<file path="src/rtl/core/four_channel_dma_address_engine_top_macros.svh">
// ----------------------------------------------------------------------------
// DMA address engine assertion macros
// Concurrent assertion shorthands clocked on clk_i.
// ----------------------------------------------------------------------------
`ifndef FOUR_CHANNEL_DMA_ADDRESS_ENGINE_TOP_MACROS_SVH
`define FOUR_CHANNEL_DMA_ADDRESS_ENGINE_TOP_MACROS_SVH

// check outside reset
`define FCDMA_ASSERT(lbl, prop, msg) \
  lbl: assert property (@(posedge clk_i) disable iff (!rst_ni) (prop)) else $error(msg);

// check at every edge, reset included
`define FCDMA_ASSERT_ALWAYS(lbl, prop, msg) \
  lbl: assert property (@(posedge clk_i) (prop)) else $error(msg);

`endif

</file>
<file path="src/rtl/core/fcdma_pkg.sv">
// ----------------------------------------------------------------------------
// DMA address engine package
// Shared types, codes and constants of the four-channel DMA address engine.
// ----------------------------------------------------------------------------
package fcdma_pkg;

  localparam int FCDMA_CHANNELS = 4;

  localparam int IN_DATA_W  = 40;
  localparam int IN_USER_W  = 3;
  localparam int OUT_DATA_W = 80;

  typedef enum logic [2:0] {
    OP_WR_SRC  = 3'd0,
    OP_WR_DST  = 3'd1,
    OP_WR_CNT  = 3'd2,
    OP_WR_CTRL = 3'd3,
    OP_VBLANK  = 3'd4,
    OP_HBLANK  = 3'd5,
    OP_FIFO    = 3'd6,
    OP_STEP    = 3'd7
  } fcdma_op_e;

  typedef enum logic [1:0] {
    AM_INC        = 2'd0,
    AM_DEC        = 2'd1,
    AM_FIXED      = 2'd2,
    AM_INC_RELOAD = 2'd3
  } fcdma_mode_e;

  typedef enum logic [1:0] {
    TM_NOW     = 2'd0,
    TM_VBLANK  = 2'd1,
    TM_HBLANK  = 2'd2,
    TM_SPECIAL = 2'd3
  } fcdma_timing_e;

  // control word bit positions
  localparam int CB_REPEAT = 4;
  localparam int CB_WIDE   = 5;
  localparam int CB_IRQ    = 8;
  localparam int CB_ENABLE = 9;

  typedef enum logic {
    ST_IDLE = 1'b0,
    ST_EXEC = 1'b1
  } fcdma_state_e;

  typedef struct packed {
    logic capture;
    logic commit;
  } fcdma_cmd_t;

endpackage

</file>
<file path="src/rtl/core/fcdma_ctrl.sv">
// ----------------------------------------------------------------------------
// DMA address engine controller
// Sequences capture and execution of one transaction and owns output valid.
// ----------------------------------------------------------------------------
module fcdma_ctrl
  import fcdma_pkg::*;
(
  input  logic       clk_i,
  input  logic       rst_ni,
  input  logic       s_tvalid_i,
  output logic       s_tready_o,
  output logic       m_tvalid_o,
  input  logic       m_tready_i,
  output fcdma_cmd_t cmd_o
);

  fcdma_state_e state_q, state_d;
  logic         out_valid_q, out_valid_d;

  always_ff @(posedge clk_i or negedge rst_ni) begin
    if (!rst_ni) begin
      state_q     <= ST_IDLE;
      out_valid_q <= 1'b0;
    end else begin
      state_q     <= state_d;
      out_valid_q <= out_valid_d;
    end
  end

  always_comb begin
    state_d       = state_q;
    s_tready_o    = 1'b0;
    cmd_o.capture = 1'b0;
    cmd_o.commit  = 1'b0;
    unique case (state_q)
      ST_IDLE: begin
        s_tready_o    = 1'b1;
        cmd_o.capture = s_tvalid_i;
        if (s_tvalid_i) begin
          state_d = ST_EXEC;
        end
      end
      ST_EXEC: begin
        // hold until the output register is free
        cmd_o.commit = !out_valid_q || m_tready_i;
        if (cmd_o.commit) begin
          state_d = ST_IDLE;
        end
      end
      default: begin
        state_d = ST_IDLE;
      end
    endcase

    out_valid_d = out_valid_q;
    if (cmd_o.commit) begin
      out_valid_d = 1'b1;
    end else if (m_tready_i) begin
      out_valid_d = 1'b0;
    end
  end

  assign m_tvalid_o = out_valid_q;

endmodule

</file>
<file path="src/rtl/core/fcdma_datapath.sv">
// ----------------------------------------------------------------------------
// DMA address engine datapath
// Channel register file, arbitration, address stepping and result register.
// ----------------------------------------------------------------------------
module fcdma_datapath
  import fcdma_pkg::*;
#(
  parameter int CHANNELS = FCDMA_CHANNELS,
  parameter int CW       = (CHANNELS > 1) ? $clog2(CHANNELS) : 1
) (
  input  logic                  clk_i,
  input  logic                  rst_ni,
  input  fcdma_cmd_t            cmd_i,
  input  logic [IN_DATA_W-1:0]  s_tdata_i,
  input  logic [IN_USER_W-1:0]  s_tuser_i,
  output logic [OUT_DATA_W-1:0] m_tdata_o,
  output logic                  m_tlast_o
);

  // captured transaction
  fcdma_op_e   op_q;
  logic [1:0]  ch_q;
  logic [31:0] val_q;
  logic        fifo_q;

  // channel state
  logic [27:0] src_rl_q  [CHANNELS];
  logic [27:0] dst_rl_q  [CHANNELS];
  logic [15:0] cnt_rl_q  [CHANNELS];
  logic [31:0] src_cur_q [CHANNELS];
  logic [31:0] dst_cur_q [CHANNELS];
  logic [16:0] units_q   [CHANNELS];
  logic [9:0]  cb_q      [CHANNELS];
  logic [CHANNELS-1:0] pend_q;

  logic [27:0] src_rl_d  [CHANNELS];
  logic [27:0] dst_rl_d  [CHANNELS];
  logic [15:0] cnt_rl_d  [CHANNELS];
  logic [31:0] src_cur_d [CHANNELS];
  logic [31:0] dst_cur_d [CHANNELS];
  logic [16:0] units_d   [CHANNELS];
  logic [9:0]  cb_d      [CHANNELS];
  logic [CHANNELS-1:0] pend_d;

  // result fields
  logic        xv_d, wide_d, last_d, irq_d;
  logic [1:0]  xch_d;
  logic [31:0] raddr_d, waddr_d;
  logic [3:0]  pm_d;
  logic [OUT_DATA_W-1:0] out_data_q;
  logic        out_last_q;

  // selection
  logic          found;
  logic [CW-1:0] step_c;
  logic [CW-1:0] idx;
  logic          wr_ok;
  logic          idx_is3;
  logic [9:0]    cb;
  logic [9:0]    new_cb;
  logic          wide;
  logic [31:0]   src_sel, dst_sel;
  logic [16:0]   units_sel;

  function automatic logic [31:0] step_addr(logic [31:0] a, logic [1:0] m, logic w);
    logic [31:0] u;
    u = w ? 32'd4 : 32'd2;
    case (m)
      AM_DEC:   return a - u;
      AM_FIXED: return a;
      default:  return a + u;
    endcase
  endfunction

  function automatic logic [16:0] full_count(logic [15:0] cnt, logic is3);
    if (cnt != 16'd0) begin
      return {1'b0, cnt};
    end
    return is3 ? 17'h10000 : 17'h04000;
  endfunction

  always_ff @(posedge clk_i) begin
    if (cmd_i.capture) begin
      op_q   <= fcdma_op_e'(s_tuser_i);
      ch_q   <= s_tdata_i[1:0];
      val_q  <= s_tdata_i[33:2];
      fifo_q <= s_tdata_i[34];
    end
    if (cmd_i.commit) begin
      out_data_q <= {7'd0, pm_d, irq_d, wide_d, waddr_d, raddr_d, xch_d, xv_d};
      out_last_q <= last_d;
    end
  end

  always_ff @(posedge clk_i or negedge rst_ni) begin
    if (!rst_ni) begin
      for (int i = 0; i < CHANNELS; i++) begin
        src_rl_q[i]  <= '0;
        dst_rl_q[i]  <= '0;
        cnt_rl_q[i]  <= '0;
        src_cur_q[i] <= '0;
        dst_cur_q[i] <= '0;
        units_q[i]   <= '0;
        cb_q[i]      <= '0;
      end
      pend_q <= '0;
    end else if (cmd_i.commit) begin
      src_rl_q  <= src_rl_d;
      dst_rl_q  <= dst_rl_d;
      cnt_rl_q  <= cnt_rl_d;
      src_cur_q <= src_cur_d;
      dst_cur_q <= dst_cur_d;
      units_q   <= units_d;
      cb_q      <= cb_d;
      pend_q    <= pend_d;
    end
  end

  // lowest pending channel wins
  always_comb begin
    found  = 1'b0;
    step_c = '0;
    for (int i = CHANNELS - 1; i >= 0; i--) begin
      if (pend_q[i]) begin
        found  = 1'b1;
        step_c = CW'(i);
      end
    end
  end

  always_comb begin
    wr_ok     = int'(ch_q) < CHANNELS;
    idx       = (op_q == OP_STEP) ? step_c : CW'(ch_q);
    idx_is3   = int'(idx) == 3;
    cb        = cb_q[idx];
    src_sel   = src_cur_q[idx];
    dst_sel   = dst_cur_q[idx];
    units_sel = units_q[idx];
    new_cb    = {val_q[15:12], val_q[10:5]};
    wide      = cb[CB_WIDE];

    src_rl_d  = src_rl_q;
    dst_rl_d  = dst_rl_q;
    cnt_rl_d  = cnt_rl_q;
    src_cur_d = src_cur_q;
    dst_cur_d = dst_cur_q;
    units_d   = units_q;
    cb_d      = cb_q;
    pend_d    = pend_q;

    xv_d    = 1'b0;
    xch_d   = 2'd0;
    raddr_d = 32'd0;
    waddr_d = 32'd0;
    wide_d  = 1'b0;
    last_d  = 1'b0;
    irq_d   = 1'b0;

    case (op_q)
      OP_WR_SRC: begin
        if (wr_ok) begin
          src_rl_d[idx] = (ch_q == 2'd0) ? {1'b0, val_q[26:0]} : val_q[27:0];
        end
      end
      OP_WR_DST: begin
        if (wr_ok) begin
          dst_rl_d[idx] = (ch_q == 2'd3) ? val_q[27:0] : {1'b0, val_q[26:0]};
        end
      end
      OP_WR_CNT: begin
        if (wr_ok) begin
          cnt_rl_d[idx] = val_q[15:0];
        end
      end
      OP_WR_CTRL: begin
        if (wr_ok) begin
          cb_d[idx] = new_cb;
          if (!cb[CB_ENABLE] && new_cb[CB_ENABLE]) begin
            src_cur_d[idx] = {4'd0, src_rl_q[idx]};
            dst_cur_d[idx] = {4'd0, dst_rl_q[idx]};
            units_d[idx]   = full_count(cnt_rl_q[idx], idx_is3);
            if (new_cb[7:6] == TM_NOW) begin
              pend_d[idx] = 1'b1;
            end
          end
          if (!new_cb[CB_ENABLE]) begin
            pend_d[idx] = 1'b0;
          end
        end
      end
      OP_VBLANK, OP_HBLANK: begin
        for (int i = 0; i < CHANNELS; i++) begin
          if (cb_q[i][CB_ENABLE] &&
              cb_q[i][7:6] == ((op_q == OP_VBLANK) ? TM_VBLANK : TM_HBLANK)) begin
            pend_d[i] = 1'b1;
          end
        end
      end
      OP_FIFO: begin
        for (int i = 0; i < CHANNELS; i++) begin
          if (((i == 1 && !fifo_q) || (i == 2 && fifo_q)) &&
              cb_q[i][CB_ENABLE] && cb_q[i][7:6] == TM_SPECIAL) begin
            units_d[i]       = 17'd4;
            cb_d[i][CB_WIDE] = 1'b1;
            pend_d[i]        = 1'b1;
          end
        end
      end
      OP_STEP: begin
        if (found) begin
          xv_d    = 1'b1;
          xch_d   = 2'(step_c);
          wide_d  = wide;
          raddr_d = {src_sel[31:2], wide ? 1'b0 : src_sel[1], 1'b0};
          waddr_d = {dst_sel[31:2], wide ? 1'b0 : dst_sel[1], 1'b0};
          src_cur_d[idx] = step_addr(src_sel, cb[3:2], wide);
          dst_cur_d[idx] = step_addr(dst_sel, cb[1:0], wide);
          last_d = units_sel <= 17'd1;
          units_d[idx] = last_d ? 17'd0 : units_sel - 17'd1;
          if (last_d) begin
            irq_d       = cb[CB_IRQ];
            pend_d[idx] = 1'b0;
            if (cb[CB_REPEAT] && cb[7:6] != TM_NOW) begin
              units_d[idx] = full_count(cnt_rl_q[idx], idx_is3);
              if (cb[1:0] == AM_INC_RELOAD) begin
                dst_cur_d[idx] = {4'd0, dst_rl_q[idx]};
              end
            end else begin
              cb_d[idx][CB_ENABLE] = 1'b0;
            end
          end
        end
      end
      default: begin
      end
    endcase

    pm_d = 4'd0;
    for (int i = 0; i < 4; i++) begin
      if (i < CHANNELS) begin
        pm_d[i] = pend_d[i];
      end
    end
  end

  assign m_tdata_o = out_data_q;
  assign m_tlast_o = out_last_q;

endmodule

</file>
<file path="src/rtl/core/four_channel_dma_address_engine_top.sv">
// ----------------------------------------------------------------------------
// Four-channel DMA address engine
// Register writes, timing events and step ticks in; one result per
// transaction out, carrying aligned source/destination addresses on a step.
// ----------------------------------------------------------------------------
//  Port group | Direction | Contents
//  s_axis     | in        | tuser op, tdata channel/write value/fifo index
//  m_axis     | out       | tdata transfer result, tlast run end
//
//  Each transaction is captured, then executed into the output register;
//  the channel register file takes one update per transaction.
//  The next transaction is accepted while a result waits in the output
//  register; execution holds while that register is still full.
//  Reset clears all channel state and the output valid at once.
`include "four_channel_dma_address_engine_top_macros.svh"

module four_channel_dma_address_engine_top
  import fcdma_pkg::*;
#(
  parameter int CHANNELS = FCDMA_CHANNELS
) (
  input  logic                  clk_i,
  input  logic                  rst_ni,
  input  logic                  s_axis_tvalid_i,
  output logic                  s_axis_tready_o,
  // tdata: [1:0] channel, [33:2] write_value, [34] fifo_index, [39:35] zero
  input  logic [IN_DATA_W-1:0]  s_axis_tdata_i,
  // tuser: [2:0] op
  input  logic [IN_USER_W-1:0]  s_axis_tuser_i,
  output logic                  m_axis_tvalid_o,
  input  logic                  m_axis_tready_i,
  // tdata: [0] xfer_valid, [2:1] xfer_channel, [34:3] read_addr,
  //        [66:35] write_addr, [67] wide_unit, [68] irq_raise,
  //        [72:69] pending_mask, [79:73] zero
  output logic [OUT_DATA_W-1:0] m_axis_tdata_o,
  // tlast: run_last
  output logic                  m_axis_tlast_o
);

  localparam int CW = (CHANNELS > 1) ? $clog2(CHANNELS) : 1;

  fcdma_cmd_t cmd;

  fcdma_ctrl u_ctrl (
    .clk_i      (clk_i),
    .rst_ni     (rst_ni),
    .s_tvalid_i (s_axis_tvalid_i),
    .s_tready_o (s_axis_tready_o),
    .m_tvalid_o (m_axis_tvalid_o),
    .m_tready_i (m_axis_tready_i),
    .cmd_o      (cmd)
  );

  fcdma_datapath #(
    .CHANNELS (CHANNELS),
    .CW       (CW)
  ) u_datapath (
    .clk_i     (clk_i),
    .rst_ni    (rst_ni),
    .cmd_i     (cmd),
    .s_tdata_i (s_axis_tdata_i),
    .s_tuser_i (s_axis_tuser_i),
    .m_tdata_o (m_axis_tdata_o),
    .m_tlast_o (m_axis_tlast_o)
  );

  logic [3:0] res_pend;
  logic [1:0] res_ch;
  assign res_pend = m_axis_tdata_o[72:69];
  assign res_ch   = m_axis_tdata_o[2:1];

  `FCDMA_ASSERT(a_last_needs_xfer, m_axis_tvalid_o && m_axis_tlast_o |-> m_axis_tdata_o[0], "run end without transfer")
  `FCDMA_ASSERT(a_irq_needs_last, m_axis_tvalid_o && m_axis_tdata_o[68] |-> m_axis_tlast_o, "interrupt outside run end")
  `FCDMA_ASSERT(a_last_clears_pend, m_axis_tvalid_o && m_axis_tlast_o |-> !res_pend[res_ch], "channel still pending after run end")
  `FCDMA_ASSERT_ALWAYS(a_reset_no_valid, !rst_ni |-> !m_axis_tvalid_o, "output valid during reset")

endmodule

</file>
<file path="config.mk">
export PLATFORM = sky130hd
export DESIGN_NAME = four_channel_dma_address_engine_top
export DESIGN_NICKNAME = d
export VERILOG_FILES = /design/src/rtl/core/fcdma_pkg.sv /design/src/rtl/core/fcdma_ctrl.sv /design/src/rtl/core/fcdma_datapath.sv /design/src/rtl/core/four_channel_dma_address_engine_top.sv
export VERILOG_INCLUDE_DIRS = /design/src /design/src/rtl/core
export SDC_FILE = /design/constraint.sdc
export NUM_CORES = 2
export LEC_CHECK = 0
export ABC_AREA = 1
export BUFFER_PORTS_ARGS = -buffer_cell sky130_fd_sc_hd__buf_2
export CAP_MARGIN = 20
export CELL_PAD_IN_SITES_DETAIL_PLACEMENT = 0
export CELL_PAD_IN_SITES_GLOBAL_PLACEMENT = 1
export CORE_MARGIN = 10
export CORE_UTILIZATION = 51
export DETAILED_ROUTE_END_ITERATION = 16
export GPL_TIMING_DRIVEN = 1
export PLACE_DENSITY_LB_ADDON = 0.08
export SLEW_MARGIN = 20
export SYNTH_ARGS = -nofsm -noshare
export SYNTH_HDL_FRONTEND = slang
export SYNTH_SLANG_ARGS = --single-unit
</file>
<file path="constraint.sdc">
create_clock -name clk_i -period 13.1 [get_ports clk_i]
set_input_delay 1.31 -clock clk_i [delete_from_list [all_inputs] [get_ports clk_i]]
set_output_delay 1.31 -clock clk_i [all_outputs]
set_load 0.005 [all_outputs]
</file>
==> results.md <==
* Primary FF master, synth: dfrtp_1
* Final worst-path cycle share at 63.92%
* Number of flops mapped to enable cells by yosys at around 110
* Root buf cell: clkbuf_16
* Vias per std cell at 5.865
* Die Span X at 310.1 um
* Reg clk slew, reported paths at about 0.060 ns
* Final setup fails at 0
* Commonest cells post-synth: 1837 x nand2_1, 642 x dfrtp_1, 594 x o21ai_0
* Fin worst setup slack at ~4.7 ns
* Skew final at 0.02980 ns
* Number of CTS-inserted buffers at 85
* Combinational power share at 46.7%
* Fmax at 119.4 MHz
* Fin. Hold Viols at 0
* Crit path capture: u_datapath.src_cur_q[124]$_DFFE_PN0P_
* First-pass GRT wire length at 233800 um
* Synth unique cells at 67
* Largest net degree at the start of global routing at 130
* Finished Cell Area at approximately 47000 sq um
* Status: finished clean
* Hold Path Class: flop to flop
* # rows at 106
* Hold buffer count at CTS at 0
* Dpl cell area at around 44000 sq um
* Flops & latches, synth at 748
* Area grow syn2layout at 8.942%
* WL per Instance at 22.13 um
* Clk pwr share at slightly above 20%
* CP peak stage delay at 0.71 ns
* Final ANT Viol Nets at 0
* H-tree depth at 3
* Peak supply drop at 0.1253 mV
* Levels on crit path at 27
* Mapped Area at around 43000 sq um
* Slew HR at 26.44%
* Util after Layout at 55.95%
* Cell with the most instances after synthesis: nand2_1
* Synth warn at 0
* DRC at 0
* IO Count at 130
* Startpoint types: flop
* PostCTS Resize Cnt at 0
* Detail Placement HPWL at 96740 um
* Crit path required time at 13.61 ns
* Pint at 6.404 mW
* First-pass DRT Iterations at 8
* Sink Count at around 750
* GR Util All Layers at 31.48%
* GP Congestion at 0.9467
* Asr flop ratio synth at 85.83%
* Reg-to-reg slack, setup at 4.73 ns
* Sequential share of power at around 33%
* NetSw at between 5 and 6 mW
* RR Endpoint: u_datapath.src_cur_q[124]$_DFFE_PN0P_
* Worst r2r src: u_datapath.op_q[0]$_DFFE_PP_
* Post-Route WL at 153000 um
* Pre-CTS WS at 4.895 ns
* Final net count at 5846
* Clk Latency, worst-skew pair at 0.66 ns
* Least-Margin Pin Slew at 1.099 ns
* CP startpoint: u_datapath.op_q[0]$_DFFE_PP_
* Die area at 96140 sq um
* CP dominant cell by count: nand2_1
* IO Port Bufs at 111
* Vias at 40.55k
* Seq/Total Area, Yosys at 44.86%
* Grt ovf at 0
* Core Region at 83560 sq um
* Dominant cell type by area after synthesis: dfrtp_1
* ANT cells at 0
* CTS tree: built
* Die height at around 310 um
* Avg Cell Area, Syn at ~7.3 sq um
* Leak at 22.74 nW
* Crit Path Class: flop to flop
* Buffer and inverter count on the worst path at 4
* CP top delay family: compound AO/OA/AOI/OAI gates
* Arr. time, crit path at 8.88 ns
* Largest cells by area after synthesis: dfrtp_1 37%, nand2_1 16%, edfxtp_1 7.4%
* Crit path max fanout at 61
* Switching share of total power at about 45%
* Post-CTS Setup Bufs at 0
* Final-report max-slew violation count at 0
* Maxcap violations at 0
* Cell Pwr Density at 251.0 nW/um^2
* Unrepaired setup endpoints after global routing: no
* Final min period at 8.373 ns
* Crit-path slowest cell: buf_4
* Share of cells above drive strength 1 at under 10%
* DR iter-0 viols at 4597
* Clock Path Buffers at 3
* Vias in the first global route at between 30k and 40k
* Starting Density at around half
* Setup TNS Final at 0 ns
* Initial antenna violation count at 2
* R2R cell count at 27
* Top cell type's share of synthesized area at a little under two fifths
* Synthesized instance count at 5840
* Critical Path Sink Type: flop
[layout by cell type, fill, tap and decap left out, drive strengths merged, types with 6 or more instances in the layout]
cell	netlist	final
clkbuf	205	123
a31oi	50	50
a21boi	66	66
nor3	24	24
o21ai	661	661
edfxtp	106	106
inv	512	513
clkinv	4	30
a21oi	338	338
xnor2	9	9
o221ai	14	14
o21a	38	38
buf	153	186
conb	1	9
nand2	1864	1864
o22ai	138	138
o21bai	11	11
nand4	40	40
and2	6	6
nand3	364	364
mux2i	10	10
a22oi	25	25
o31ai	6	6
or2	14	14
xor2	28	28
ha	36	36
a211oi	8	8
nor2	384	384
dfrtp	642	642
o211ai	37	37
a221oi	15	15
[power by group through the flow]
stage / Combinational [mW] / Clock, mW / Sequential [mW]
3_3_place_gp: 5.34 / 0 / 3.84
5_1_grt: 6.11 / 2.53 / 3.94
6_report: 5.48 / 2.41 / 3.84
2_1_floorplan: 3.79 / 0 / 3.74
3_5_place_dp: 5.38 / 0 / 3.86
4_1_cts: 5.41 / 2.44 / 3.82
[flip-flops by register name, indices dropped and copies added, names as in the netlist, named ones only]
name / cells
u_datapath.dst_cur_q: 124
u_datapath.op_q: 3
u_ctrl.m_tvalid_o: 1
u_datapath.dst_rl_q: 108
u_ctrl.state_q: 1
u_datapath.cb_q: 40
u_datapath.units_q: 51
u_datapath.cnt_rl_q: 64
u_datapath.m_tlast_o: 1
u_datapath.val_q: 28
u_datapath.src_cur_q: 124
u_datapath.pend_q: 4
u_datapath.ch_q: 2
u_datapath.fifo_q: 1
u_datapath.src_rl_q: 108
u_datapath.m_tdata_o: 71
[metrics by stage]
stage	power (mW)	hold WS [ns]	cells
2_1_floorplan	7.537	0.4365	5848
3_3_place_gp	9.175	0.4505	6755
3_5_place_dp	9.241	0.4577	6755
4_1_cts	11.68	0.4723	6912
5_1_grt	12.58	0.4848	6913
6_report	11.74	0.4727	6913
[kinds of logic after synthesis]
group	share of synthesized area, %
compound gates	18.86
flops	44.86
other cells	0.008739
simple gates	25.82
fa+ha+maj	1.050
buf+inv	8.421
xor+xnor	0.7552
mux	0.2333
[cell type report]
type	count	area (sq um)
fill	8130	36810
multi-input combinational	4226	20210
sequential	748	19250
clock buffer	123	2484
inverter	516	1946
tap	1080	1351
timing repair buffer	186	1204
clock inverter	34	310.3
[how the worst min path moves through the flow]
| stage | from | end | slack [ns] | depth (start not counted) |
|---|---|---|---|---|
| final | u_datapath.dst_rl_q[111]$_DFFE_PN0P_ | u_datapath.dst_rl_q[111]$_DFFE_PN0P_ | 0.47 | 2 |
| after CTS | u_datapath.dst_rl_q[83]$_DFFE_PN0P_ | u_datapath.dst_rl_q[83]$_DFFE_PN0P_ | 0.47 | 2 |
| after global routing | u_datapath.src_rl_q[111]$_DFFE_PN0P_ | u_datapath.src_rl_q[111]$_DFFE_PN0P_ | 0.48 | 2 |
| after global placement | u_datapath.dst_rl_q[83]$_DFFE_PN0P_ | u_datapath.dst_rl_q[83]$_DFFE_PN0P_ | 0.45 | 2 |
| after detailed placement | u_datapath.dst_rl_q[83]$_DFFE_PN0P_ | u_datapath.dst_rl_q[83]$_DFFE_PN0P_ | 0.46 | 2 |
| after floorplan | u_datapath.dst_rl_q[55]$_DFFE_PN0P_ | u_datapath.dst_rl_q[55]$_DFFE_PN0P_ | 0.44 | 2 |
[worst register-to-register path: stages (launching register included)]
cell,delay [ns]
edfxtp_1,0.55
nand2_4,0.16
nor2_4,0.65
nand3_4,0.48
nand2_4,0.25
buf_4,0.71
nand2_8,0.48
inv_4,0.45
a21oi_1,0.13
buf_4,0.22
inv_1,0.39
nor3_1,0.15
ha_1,0.41
nand2_1,0.06
o21ai_0,0.37
nand2_1,0.09
nand2_1,0.13
a21boi_0,0.18
o21bai_1,0.49
a21boi_0,0.30
o21ai_0,0.39
a21oi_1,0.19
o21ai_0,0.30
nand2_1,0.11
nand3_1,0.08
nand2_1,0.05
o21bai_1,0.32
mux2i_1,0.12
[per-layer routing]
metal  global-route usage [%]  vias to the layer above  part of all wire (%)  wire length [um]
met2                    49.79                     1696                    45             68470
met4                    12.59                        0                   4.1              6201
li1                         -                    19150                     -                 -
met1                    43.60                    19430                    44             66660
met5                        0                        -                     0                 0
met3                    3.928                      274                   7.6             11640
(Power assumes the default switching activity.)
